### src/hw/rtl/fbsr_pkg.sv
// shared constants, item layout and types of the frame buffer slot rotation block
package fbsr_pkg;

  localparam int BUFFER_COUNT_DEF = 4;

  localparam int ADDR_W = 32;
  localparam int RES_W  = 12;
  localparam int LEN_W  = 28;
  localparam int EXP_W  = 2 * RES_W + 1;

  localparam logic [ADDR_W-1:0] REGION_BASE = 32'h0010_0000;
  localparam logic [ADDR_W-1:0] BUFFER_SIZE = 32'd8294400;  // 1920 x 1080 x 4 bytes

  // configuration register indexes
  localparam int CFG_INDEX_W = 1;
  localparam logic [CFG_INDEX_W-1:0] CFG_ACTIVE_WIDTH  = 1'b0;
  localparam logic [CFG_INDEX_W-1:0] CFG_ACTIVE_HEIGHT = 1'b1;

  // input item layout
  localparam int IN_PEND0 = 0;
  localparam int IN_ADDR0 = 1;
  localparam int IN_PEND1 = 33;
  localparam int IN_ADDR1 = 34;
  localparam int IN_W     = 72;

  // result item layout
  localparam int OUT_RELOAD0  = 0;
  localparam int OUT_ADDR0    = 1;
  localparam int OUT_RELOAD1  = 33;
  localparam int OUT_ADDR1    = 34;
  localparam int OUT_SHOWN    = 66;
  localparam int OUT_CHANGED  = 68;
  localparam int OUT_BAD0     = 69;
  localparam int OUT_BAD1     = 70;
  localparam int OUT_STRAY0   = 71;
  localparam int OUT_STRAY1   = 72;
  localparam int OUT_USED     = 73;
  localparam int OUT_W        = 80;

  typedef struct packed {
    logic reload;
    logic good;
    logic bad_length;
    logic stray;
  } slot_flags_t;

endpackage

### src/hw/rtl/frame_buffer_slot_rotation.sv
// top level: frame buffer slot rotation for a two-slot capture dma
//
// s_* carries one capture-done item: pending flag and end address of each slot.
// m_* carries one result item per input item: reload flags and new buffer
// start of each slot, the shown buffer index, a changed flag, and bad length
// and stray flags per slot.
// cfg_* writes active_width (index 0) or active_height (index 1); cfg_ready
// is always high and a write takes effect for the next item.
// m_tvalid rises in the cycle after acceptance. One item is taken each
// cycle unless the receiver stalls: slot checks, ring advance and shown
// update all settle in one logic pass from the input handshake into the result register.
// The expected length uses one 12 x 12 multiplier in that pass.
// While the receiver stalls, the result register holds and s_tready drops
// only when a result is waiting and m_tready is low.
// Synchronous reset empties the result register, zeroes both resolution
// registers and sets slot 0 to buffer 0, slot 1 to buffer 1, the next free
// buffer to 2 and the shown buffer to 3.
module frame_buffer_slot_rotation #(
  parameter int BUFFER_COUNT = fbsr_pkg::BUFFER_COUNT_DEF
) (
  input  logic                             clk,
  input  logic                             rst,
  input  logic                             s_tvalid,
  output logic                             s_tready,
  // slot0_pending, slot0_end_address, slot1_pending, slot1_end_address
  input  logic [fbsr_pkg::IN_W-1:0]        s_tdata,
  output logic                             m_tvalid,
  input  logic                             m_tready,
  // slot0_reload, slot0_address, slot1_reload, slot1_address, shown_buffer,
  // shown_changed, slot0_bad_length, slot1_bad_length, slot0_stray, slot1_stray
  output logic [fbsr_pkg::OUT_W-1:0]       m_tdata,
  input  logic                             cfg_valid,
  output logic                             cfg_ready,
  input  logic [fbsr_pkg::CFG_INDEX_W-1:0] cfg_index,
  input  logic [fbsr_pkg::RES_W-1:0]       cfg_data
);
  import fbsr_pkg::*;

  localparam int IDX_W = (BUFFER_COUNT > 4) ? $clog2(BUFFER_COUNT) : 2;

  logic [RES_W-1:0]  active_width;
  logic [RES_W-1:0]  active_height;
  logic [IDX_W-1:0]  slot0_buffer;
  logic [IDX_W-1:0]  slot1_buffer;
  logic [IDX_W-1:0]  next_buffer;
  logic [IDX_W-1:0]  shown_index;
  logic [IDX_W-1:0]  shown_index_next;
  logic [EXP_W-1:0]  expected;
  logic [2*RES_W-1:0] area;

  logic [IDX_W-1:0]  s0_new_buffer, s0_new_next;
  logic [IDX_W-1:0]  s1_new_buffer, s1_new_next;
  logic [ADDR_W-1:0] s0_address, s1_address;
  slot_flags_t       s0_flags, s1_flags;
  logic [OUT_W-1:0]  result_next;
  logic              accept;

  assign cfg_ready = 1'b1;
  assign s_tready  = !m_tvalid || m_tready;
  assign accept    = s_tvalid && s_tready;

  assign area     = (2*RES_W)'(active_width) * (2*RES_W)'(active_height);
  assign expected = {area, 1'b0};

  fbsr_slot #(.BUFFER_COUNT(BUFFER_COUNT), .IDX_W(IDX_W)) u_slot0 (
    .pending     (s_tdata[IN_PEND0]),
    .end_address (s_tdata[IN_ADDR0 +: ADDR_W]),
    .expected    (expected),
    .cur_buffer  (slot0_buffer),
    .next_buffer (next_buffer),
    .new_buffer  (s0_new_buffer),
    .new_next    (s0_new_next),
    .address     (s0_address),
    .flags       (s0_flags)
  );

  // slot 1 sees the ring after slot 0 has taken its share
  fbsr_slot #(.BUFFER_COUNT(BUFFER_COUNT), .IDX_W(IDX_W)) u_slot1 (
    .pending     (s_tdata[IN_PEND1]),
    .end_address (s_tdata[IN_ADDR1 +: ADDR_W]),
    .expected    (expected),
    .cur_buffer  (slot1_buffer),
    .next_buffer (s0_new_next),
    .new_buffer  (s1_new_buffer),
    .new_next    (s1_new_next),
    .address     (s1_address),
    .flags       (s1_flags)
  );

  always_comb begin
    priority if (s1_flags.good) begin
      shown_index_next = slot1_buffer;
    end else if (s0_flags.good) begin
      shown_index_next = slot0_buffer;
    end else begin
      shown_index_next = shown_index;
    end

    result_next = '0;
    result_next[OUT_RELOAD0]          = s0_flags.reload;
    result_next[OUT_ADDR0 +: ADDR_W]  = s0_address;
    result_next[OUT_RELOAD1]          = s1_flags.reload;
    result_next[OUT_ADDR1 +: ADDR_W]  = s1_address;
    result_next[OUT_SHOWN +: 2]       = shown_index_next[1:0];
    result_next[OUT_CHANGED]          = s0_flags.good || s1_flags.good;
    result_next[OUT_BAD0]             = s0_flags.bad_length;
    result_next[OUT_BAD1]             = s1_flags.bad_length;
    result_next[OUT_STRAY0]           = s0_flags.stray;
    result_next[OUT_STRAY1]           = s1_flags.stray;
  end

  always_ff @(posedge clk) begin
    if (rst) begin
      active_width  <= '0;
      active_height <= '0;
    end else if (cfg_valid && cfg_ready) begin
      unique case (cfg_index)
        CFG_ACTIVE_WIDTH:  active_width  <= cfg_data;
        CFG_ACTIVE_HEIGHT: active_height <= cfg_data;
        default: ;
      endcase
    end
  end

  always_ff @(posedge clk) begin
    if (rst) begin
      slot0_buffer <= IDX_W'(0);
      slot1_buffer <= IDX_W'(1);
      next_buffer  <= IDX_W'(2);
      shown_index  <= IDX_W'(3);
      m_tvalid     <= 1'b0;
    end else begin
      if (accept) begin
        slot0_buffer <= s0_new_buffer;
        slot1_buffer <= s1_new_buffer;
        next_buffer  <= s1_new_next;
        shown_index  <= shown_index_next;
        m_tvalid     <= 1'b1;
      end else if (m_tready) begin
        m_tvalid <= 1'b0;
      end
    end
  end

  always_ff @(posedge clk) begin
    if (accept) begin
      m_tdata <= result_next;
    end
  end

endmodule

### src/hw/rtl/fbsr_slot.sv
// one dma slot: region check, frame length check and ring advance
module fbsr_slot #(
  parameter int BUFFER_COUNT = fbsr_pkg::BUFFER_COUNT_DEF,
  parameter int IDX_W        = 2
) (
  input  logic                        pending,
  input  logic [fbsr_pkg::ADDR_W-1:0] end_address,
  input  logic [fbsr_pkg::EXP_W-1:0]  expected,
  input  logic [IDX_W-1:0]            cur_buffer,
  input  logic [IDX_W-1:0]            next_buffer,
  output logic [IDX_W-1:0]            new_buffer,
  output logic [IDX_W-1:0]            new_next,
  output logic [fbsr_pkg::ADDR_W-1:0] address,
  output fbsr_pkg::slot_flags_t       flags
);
  import fbsr_pkg::*;

  localparam logic [IDX_W:0] COUNT = (IDX_W+1)'(BUFFER_COUNT);
  localparam logic [ADDR_W-1:0] REGION_TOP = REGION_BASE + BUFFER_SIZE * ADDR_W'(BUFFER_COUNT);

  logic [IDX_W:0]      cur_ext;
  logic [IDX_W:0]      new_ext;
  logic [IDX_W:0]      next_inc;
  logic [IDX_W-1:0]    cur_slot;
  logic [IDX_W-1:0]    new_slot;
  logic [ADDR_W-1:0]   cur_start;
  logic [ADDR_W-1:0]   new_start;
  logic [ADDR_W-1:0]   diff;
  logic                good;

  // indices never reach twice the ring size, so one subtract folds them
  always_comb begin
    cur_ext  = {1'b0, cur_buffer};
    cur_slot = (cur_ext >= COUNT) ? IDX_W'(cur_ext - COUNT) : cur_buffer;
    cur_start = REGION_BASE + ADDR_W'(cur_slot) * BUFFER_SIZE;
    diff      = end_address - cur_start;
    good      = pending && (diff[LEN_W-1:0] == LEN_W'(expected));

    next_inc = {1'b0, next_buffer} + (IDX_W+1)'(1);
    new_buffer = good ? next_buffer : cur_buffer;
    new_next   = good ? ((next_inc >= COUNT) ? '0 : IDX_W'(next_inc)) : next_buffer;

    new_ext   = {1'b0, new_buffer};
    new_slot  = (new_ext >= COUNT) ? IDX_W'(new_ext - COUNT) : new_buffer;
    new_start = REGION_BASE + ADDR_W'(new_slot) * BUFFER_SIZE;
    address   = pending ? new_start : '0;

    flags.reload     = pending;
    flags.good       = good;
    flags.bad_length = pending && !good;
    flags.stray      = pending && ((end_address < REGION_BASE) || (end_address > REGION_TOP));
  end

endmodule

### config.mk
export PLATFORM = sky130hd
export DESIGN_NAME = frame_buffer_slot_rotation
export DESIGN_NICKNAME = d
export VERILOG_FILES = /design/src/hw/rtl/fbsr_pkg.sv /design/src/hw/rtl/frame_buffer_slot_rotation.sv /design/src/hw/rtl/fbsr_slot.sv
export SDC_FILE = /design/constraint.sdc
export NUM_CORES = 1
export LEC_CHECK = 0
export BUFFER_PORTS_ARGS = -buffer_cell sky130_fd_sc_hd__buf_2
export CORE_ASPECT_RATIO = 2
export CORE_UTILIZATION = 60
export DETAILED_ROUTE_END_ITERATION = 8
export HOLD_SLACK_MARGIN = 0.15
export PLACE_DENSITY = 0.84
export REMOVE_ABC_BUFFERS = 1
export SYNTH_ARGS = -nofsm -noshare
export SYNTH_HDL_FRONTEND = slang
export SYNTH_SLANG_ARGS = --single-unit
### constraint.sdc
create_clock -name clk -period 21.9 [get_ports clk]
set_clock_uncertainty 0.05 [all_clocks]
set_input_delay 4.38 -clock clk [delete_from_list [all_inputs] [get_ports clk]]
set_output_delay 4.38 -clock clk [all_outputs]
set_load 0.01 [all_outputs]
; After elaboration in Yosys (flattened, before gate mapping)
; Index checks and enable logic that the tools add are counted.
; Widths: inputs -> output; s select.
[word_totals]
regBits = 106
input_bits = 90
output_inout_bits = 83
word_cells = 59
[op_classes]
add_sub_neg = 8
mul = 5
n_lt_le_gt_ge = 6
eq_ne = 2
mux = 10
n_bitwise = 1
n_reduce_logical = 17
[op_table]
columns = op, n
row1 = $add 21x25->26 const A, 4
row2 = $gt 32x26->1 const B, 2
row3 = $lt 32x21->1 const B, 2
row4 = $eq 28x25->1, 2
row5 = $sub 28x28->28, 2
row6 = $mul 2x11->13 const B, 4
row7 = $mul 12x12->24, 1
row8 = $mux 2, 8
row9 = $logic_and 1x1->1, 7
row10 = $add 2x1->3 const B, 2
row11 = $ge 3x3->1 const B, 2
row12 = $logic_or 1x1->1, 4
row13 = $reduce_and 2->1, 2
row14 = $logic_not 1->1, 3
row15 = $mux 1, 2
row16 = $reduce_bool 2->1, 1
row17 = $not 1->1, 1

; Depth between registers and ports, before layout
[logic_depth]
ltp_word = 10
ltp_mapped = 30
ltp_nobuf = 27

; Hierarchy
; Synthesis repeated with hierarchy kept, for this count alone.
[unflattened]
cells_unflattened = 1663
area_unflattened_um2 = 14239.9
[modules_own_cells]
columns = mod, instances, cells_each, area_per_inst_um2, seq_area_each_um2
row1 = frame_buffer_slot_rotation, 1, 819, 8244.2, 2852.7
row2 = fbsr_slot at u_slot0, 1, 441, 3076.7, 0.0
row3 = fbsr_slot at u_slot1, 1, 403, 2919.0, 0.0

; Worst setup path before layout
; No wires, ideal clock.
[synth_timing]
kind = input to output
start = input m_tready
end = output s_tready
arrival_ps = 4563
required_time_ps = 17470
setup_slack_ps = 12907
cell_stages = 1
n_path_buf = 0
cell_sequence = nand2b_1
[synth_between]
elab_chain_cells = 1
[synth_rtl]
columns = element, line_no
row1 = "start, declared", frame_buffer_slot_rotation.sv:28  ; input logic m_tready,
row2 = $logic_or 1x1->1, frame_buffer_slot_rotation.sv:59  ; assign s_tready = !m_tvalid || m_tready;
row3 = "end, declared", frame_buffer_slot_rotation.sv:24  ; output logic s_tready,
; Every way passes these cells.

; Worst setup path in the final report
[layout_timing]
start = input s_tdata[13] (netlist name)
end = register m_tdata[57] (netlist name), data pin
[layout_between]
elab_chain_cells = 7
[layout_rtl]
columns = element, line_no
row1 = "start, declared", frame_buffer_slot_rotation.sv:26  ; input logic [fbsr_pkg::IN_W-1:0] s_tdata,
row2 = $sub 28x28->28, fbsr_slot.sv:36  ; diff = end_address - cur_start;
row3 = $eq 28x25->1, fbsr_slot.sv:37  ; good = pending && (diff[LEN_W-1:0] == LEN_W'(expected));
row4 = $logic_and 1x1->1, fbsr_slot.sv:37
row5 = $mux 2, fbsr_slot.sv:41  ; new_next = good ? ((next_inc >= COUNT) ? '0 : IDX_W'(next_inc)) : next_buffer;
row6 = $mux 2, fbsr_slot.sv:40  ; new_buffer = good ? next_buffer : cur_buffer;
row7 = $mul 2x11->13, fbsr_slot.sv:45  ; new_start = REGION_BASE + ADDR_W'(new_slot) * BUFFER_SIZE;
row8 = $add 21x25->26, fbsr_slot.sv:45
row9 = "end signal, assigned", frame_buffer_slot_rotation.sv:147  ; m_tdata <= result_next;
row10 = "end, declared", frame_buffer_slot_rotation.sv:31  ; output logic [fbsr_pkg::OUT_W-1:0] m_tdata,
; Every way passes these cells.
; A chain may end at the register's enable or synchronous reset.

==> flow_summary.json <==
{
  "drive_gt1_share_pct": 13.45,
  "maxSlewHeadroom_pct": 35.66,
  "top_usage_layer": "met2",
  "cpPeakStageDelay_ps": 820,
  "tightestPinTransition_ps": 958.7,
  "internal_power_uw": 271.0,
  "cts_resized": 0,
  "cap_violations": 0,
  "dpl_cell_area_um2": 11030,
  "io_buffers": 116,
  "rsz0062_at_grt": "false",
  "synthMostInstantiatedCell": "nand2_1",
  "max_freq_mhz": 105.3,
  "cp-end-kind": "register",
  "place_ws_ps": 12280,
  "cp-start-kind": "input pin",
  "synthCells": 1227,
  "fp.coreArea_um2": 17270,
  "utilization_pct": 65.76,
  "die_area_um2": 18300,
  "finalWeightedCongestion": 0.9611,
  "drt-initial-drc-count": 559,
  "p_per_area_nw_per_um2": 37.07,
  "peakVddDrop_mv": 0.04993,
  "cts_tree": "built",
  "cts_made_buffers": 9,
  "synth_seq_area_share_pct": 12.98,
  "antenna_found_initial": 0,
  "grt_max_degree": 37,
  "final_area_um2": 11360,
  "dieWidth_um": 96.17,
  "gr-usage-met1_pct": 32.53,
  "multi_input_area_um2": 8287,
  "clockBufferDepth": 2,
  "die_h_um": 190.3,
  "slew_viol_final": 0,
  "p_clk_share_pct": 36.9,
  "synth_edf_count": 24,
  "p_sw_share_pct": 35.64,
  "ff_latch_area_um2": 1381,
  "synth_top_area_share_pct": 19.19,
  "ioPinCount": 173,
  "tns_ps": 0,
  "wl_per_cell_um": 18.87,
  "fin_crit_ps": 9499,
  "synthArstFlopShare_pct": 0,
  "grtUsageTotal_pct": 33.74,
  "syn2layout_area_growth_pct": 6.738,
  "synth_warnings": 0,
  "path_buf_inv": 3,
  "overflow": 0,
  "holdCritPathClass": "reg -> reg",
  "postCtsSetupRepairBufs": 0,
  "cp_max_fo": 6,
  "postCtsHoldBufs": 0,
  "critPathArrivalTime_ps": 9610,
  "use_met3_pct": 4.825,
  "avgSynthCellArea_um2": 8.672,
  "p_leak_nw": 5.113,
  "ant_nets": 0,
  "grt_pass1_vias": 9643,
  "fin_ws_ps": 12400,
  "drt_wl_total_um": 28510,
  "grt_pass1_wl_um": 46910,
  "ys_seq_elements": 57,
  "path_delay_family": "compound AO/OA/AOI/OAI gates",
  "clock_sinks": 57,
  "comb_power_share_pct": 32.9,
  "clkLatencyLatePin_ps": 350,
  "synth_cell_type_count": 94,
  "fp-row-count": 68,
  "clockRootBuffer": "clkbuf_16",
  "hold_viol_final": 0,
  "finalCritPeriodShare_pct": 43.37,
  "yosys-top-cells-area": "fa_1 19%, ha_1 12%, edfxtp_1 6.8%, dfxtp_1 6.2%, nand2_1 5.5%",
  "path_clk_slew_ps": 50,
  "vias": 9162,
  "grtUsageMet2_pct": 61.89,
  "nFillCells": 1467,
  "crit_type": "in -> reg",
  "dpl.hpwl_um": 23560,
  "yosysTopAreaCell": "fa_1",
  "via_per_inst": 6.064,
  "outcome": "finished, final reports clean",
  "drc": 0,
  "setup_viol": 0,
  "crit_path_top_delay_cell": "a311oi_1",
  "p_sw_uw": 150.0,
  "required_ps": 22020,
  "drt_first_pass_iters": 7,
  "p_seq_share_pct": 30.2,
  "crit_chain": "buf_2 > inv_1 > ha_1 > fa_1 > nand2b_1 > a311oi_1 > o31ai_1 > a2111oi_0 > a311oi_1 > xor3_1 > nand4_4 > nor4_4 > nor3b_2 > o21bai_1 > ha_1 > inv_1 > nor2_1 > nand2_1 > o211ai_1",
  "nets": 1595,
  "antenna_cells": 0,
  "synth_flop_cell": "dfxtp_1",
  "synth_top_cells_by_count": "156 x nand2_1, 133 x inv_1, 106 x ha_1, 102 x fa_1, 79 x and2_1",
  "cts-htree-levels": 3,
  "initial_core_util_pct": 61.61,
  "syn-cell-area_um2": 10640
}
## kinds of logic after synthesis
family / synth area share [%]
muxes: 0.3763
AOI/OAI and AO/OA: 14.59
adders and majority gates: 31.66
and+or+nand+nor: 20.99
other: 0.07058
buffers and inverters: 10.83
DFF: 12.98
xor gates and xnor gates: 8.502
## cells in the final DEF, fill, tap and decap left out, types with 8 or more instances in the layout
| cell type | count |
|---|---|
| a21o_1 | 18 |
| a21oi_1 | 70 |
| a31oi_1 | 8 |
| and2_1 | 79 |
| buf_2 | 116 |
| clkbuf_16 | 12 |
| conb_1 | 50 |
| dfxtp_1 | 33 |
| edfxtp_1 | 24 |
| fa_1 | 102 |
| ha_1 | 106 |
| inv_1 | 133 |
| nand2_1 | 156 |
| nand2b_1 | 12 |
| nand3_1 | 20 |
| nand4_1 | 14 |
| nor2_1 | 47 |
| nor3_1 | 18 |
| nor4_1 | 24 |
| o211ai_1 | 8 |
| o21a_1 | 11 |
| o21ai_0 | 22 |
| o21ai_1 | 8 |
| xnor2_1 | 30 |
| xnor3_1 | 13 |
| xor2_1 | 27 |
## final timing paths
path / start / cells after the start / slack, ps / end
min reg2reg: m_tvalid / 2 / 480 / m_tvalid
max reg2reg: active_width[2] / 23 / 13640 / m_tdata[57]
min: m_tvalid / 2 / 480 / m_tvalid
max: s_tdata[13] / 19 / 12400 / m_tdata[57]
## state kept, by name, indices dropped and copies added, names as in the netlist
name and flops:
active_width 12, slot0_buffer 2, shown_index 2, active_height 12, m_tvalid 1, m_tdata 24, next_buffer 2, slot1_buffer 2
## worst register-to-register path, cell delays in order (launching register included)
cell	delay, ps
dfxtp_1	710
nand2_1	160
fa_1	520
fa_1	530
fa_1	540
fa_1	550
fa_1	550
inv_1	50
ha_1	510
a21o_1	290
a311oi_2	320
o21bai_2	180
o211ai_1	200
nor3b_1	580
xnor2_1	260
nand4_4	230
nor4_4	520
nor3b_2	120
o21bai_1	210
ha_1	370
inv_1	80
nor2_1	240
nand2_1	90
o211ai_1	220
## final cells by class
| cell class | instances | area share (%) |
|---|---|---|
| Clock buffer | 13 | 2.765 |
| Clock inverter | 2 | 0.1212 |
| Inverter | 134 | 4.429 |
| Multi-Input combinational cell | 977 | 72.96 |
| Sequential cell | 57 | 12.16 |
| Tap cell | 210 | 2.314 |
| Timing Repair Buffer | 118 | 5.244 |
## per-stage QoR
step                      power (mW)  hold slack (ps)  std cells
after floorplan               0.2192            463.2       1168
after global placement        0.2622            461.0       1496
after detailed placement      0.2650            471.4       1496
after CTS                     0.4193            480.0       1511
after global routing          0.4397            502.1       1511
final                         0.4210            477.7       1511
## routing by layer
layer	routed length, um	up-vias
li1	-	4197
met1	9077	4418
met2	15710	390
met3	1308	157
met4	2415	0
met5	0	-
## power by group through the flow
stage                     Sequential, mW  Clock (mW)  Combinational (mW)
after detailed placement           0.129           0               0.136
after global routing               0.128       0.160               0.152
after floorplan                    0.126           0              0.0934
final                              0.127       0.155               0.139
after CTS                          0.127       0.155               0.137
after global placement             0.129           0               0.134
Note: power is estimated with default switching activity, not from simulation.
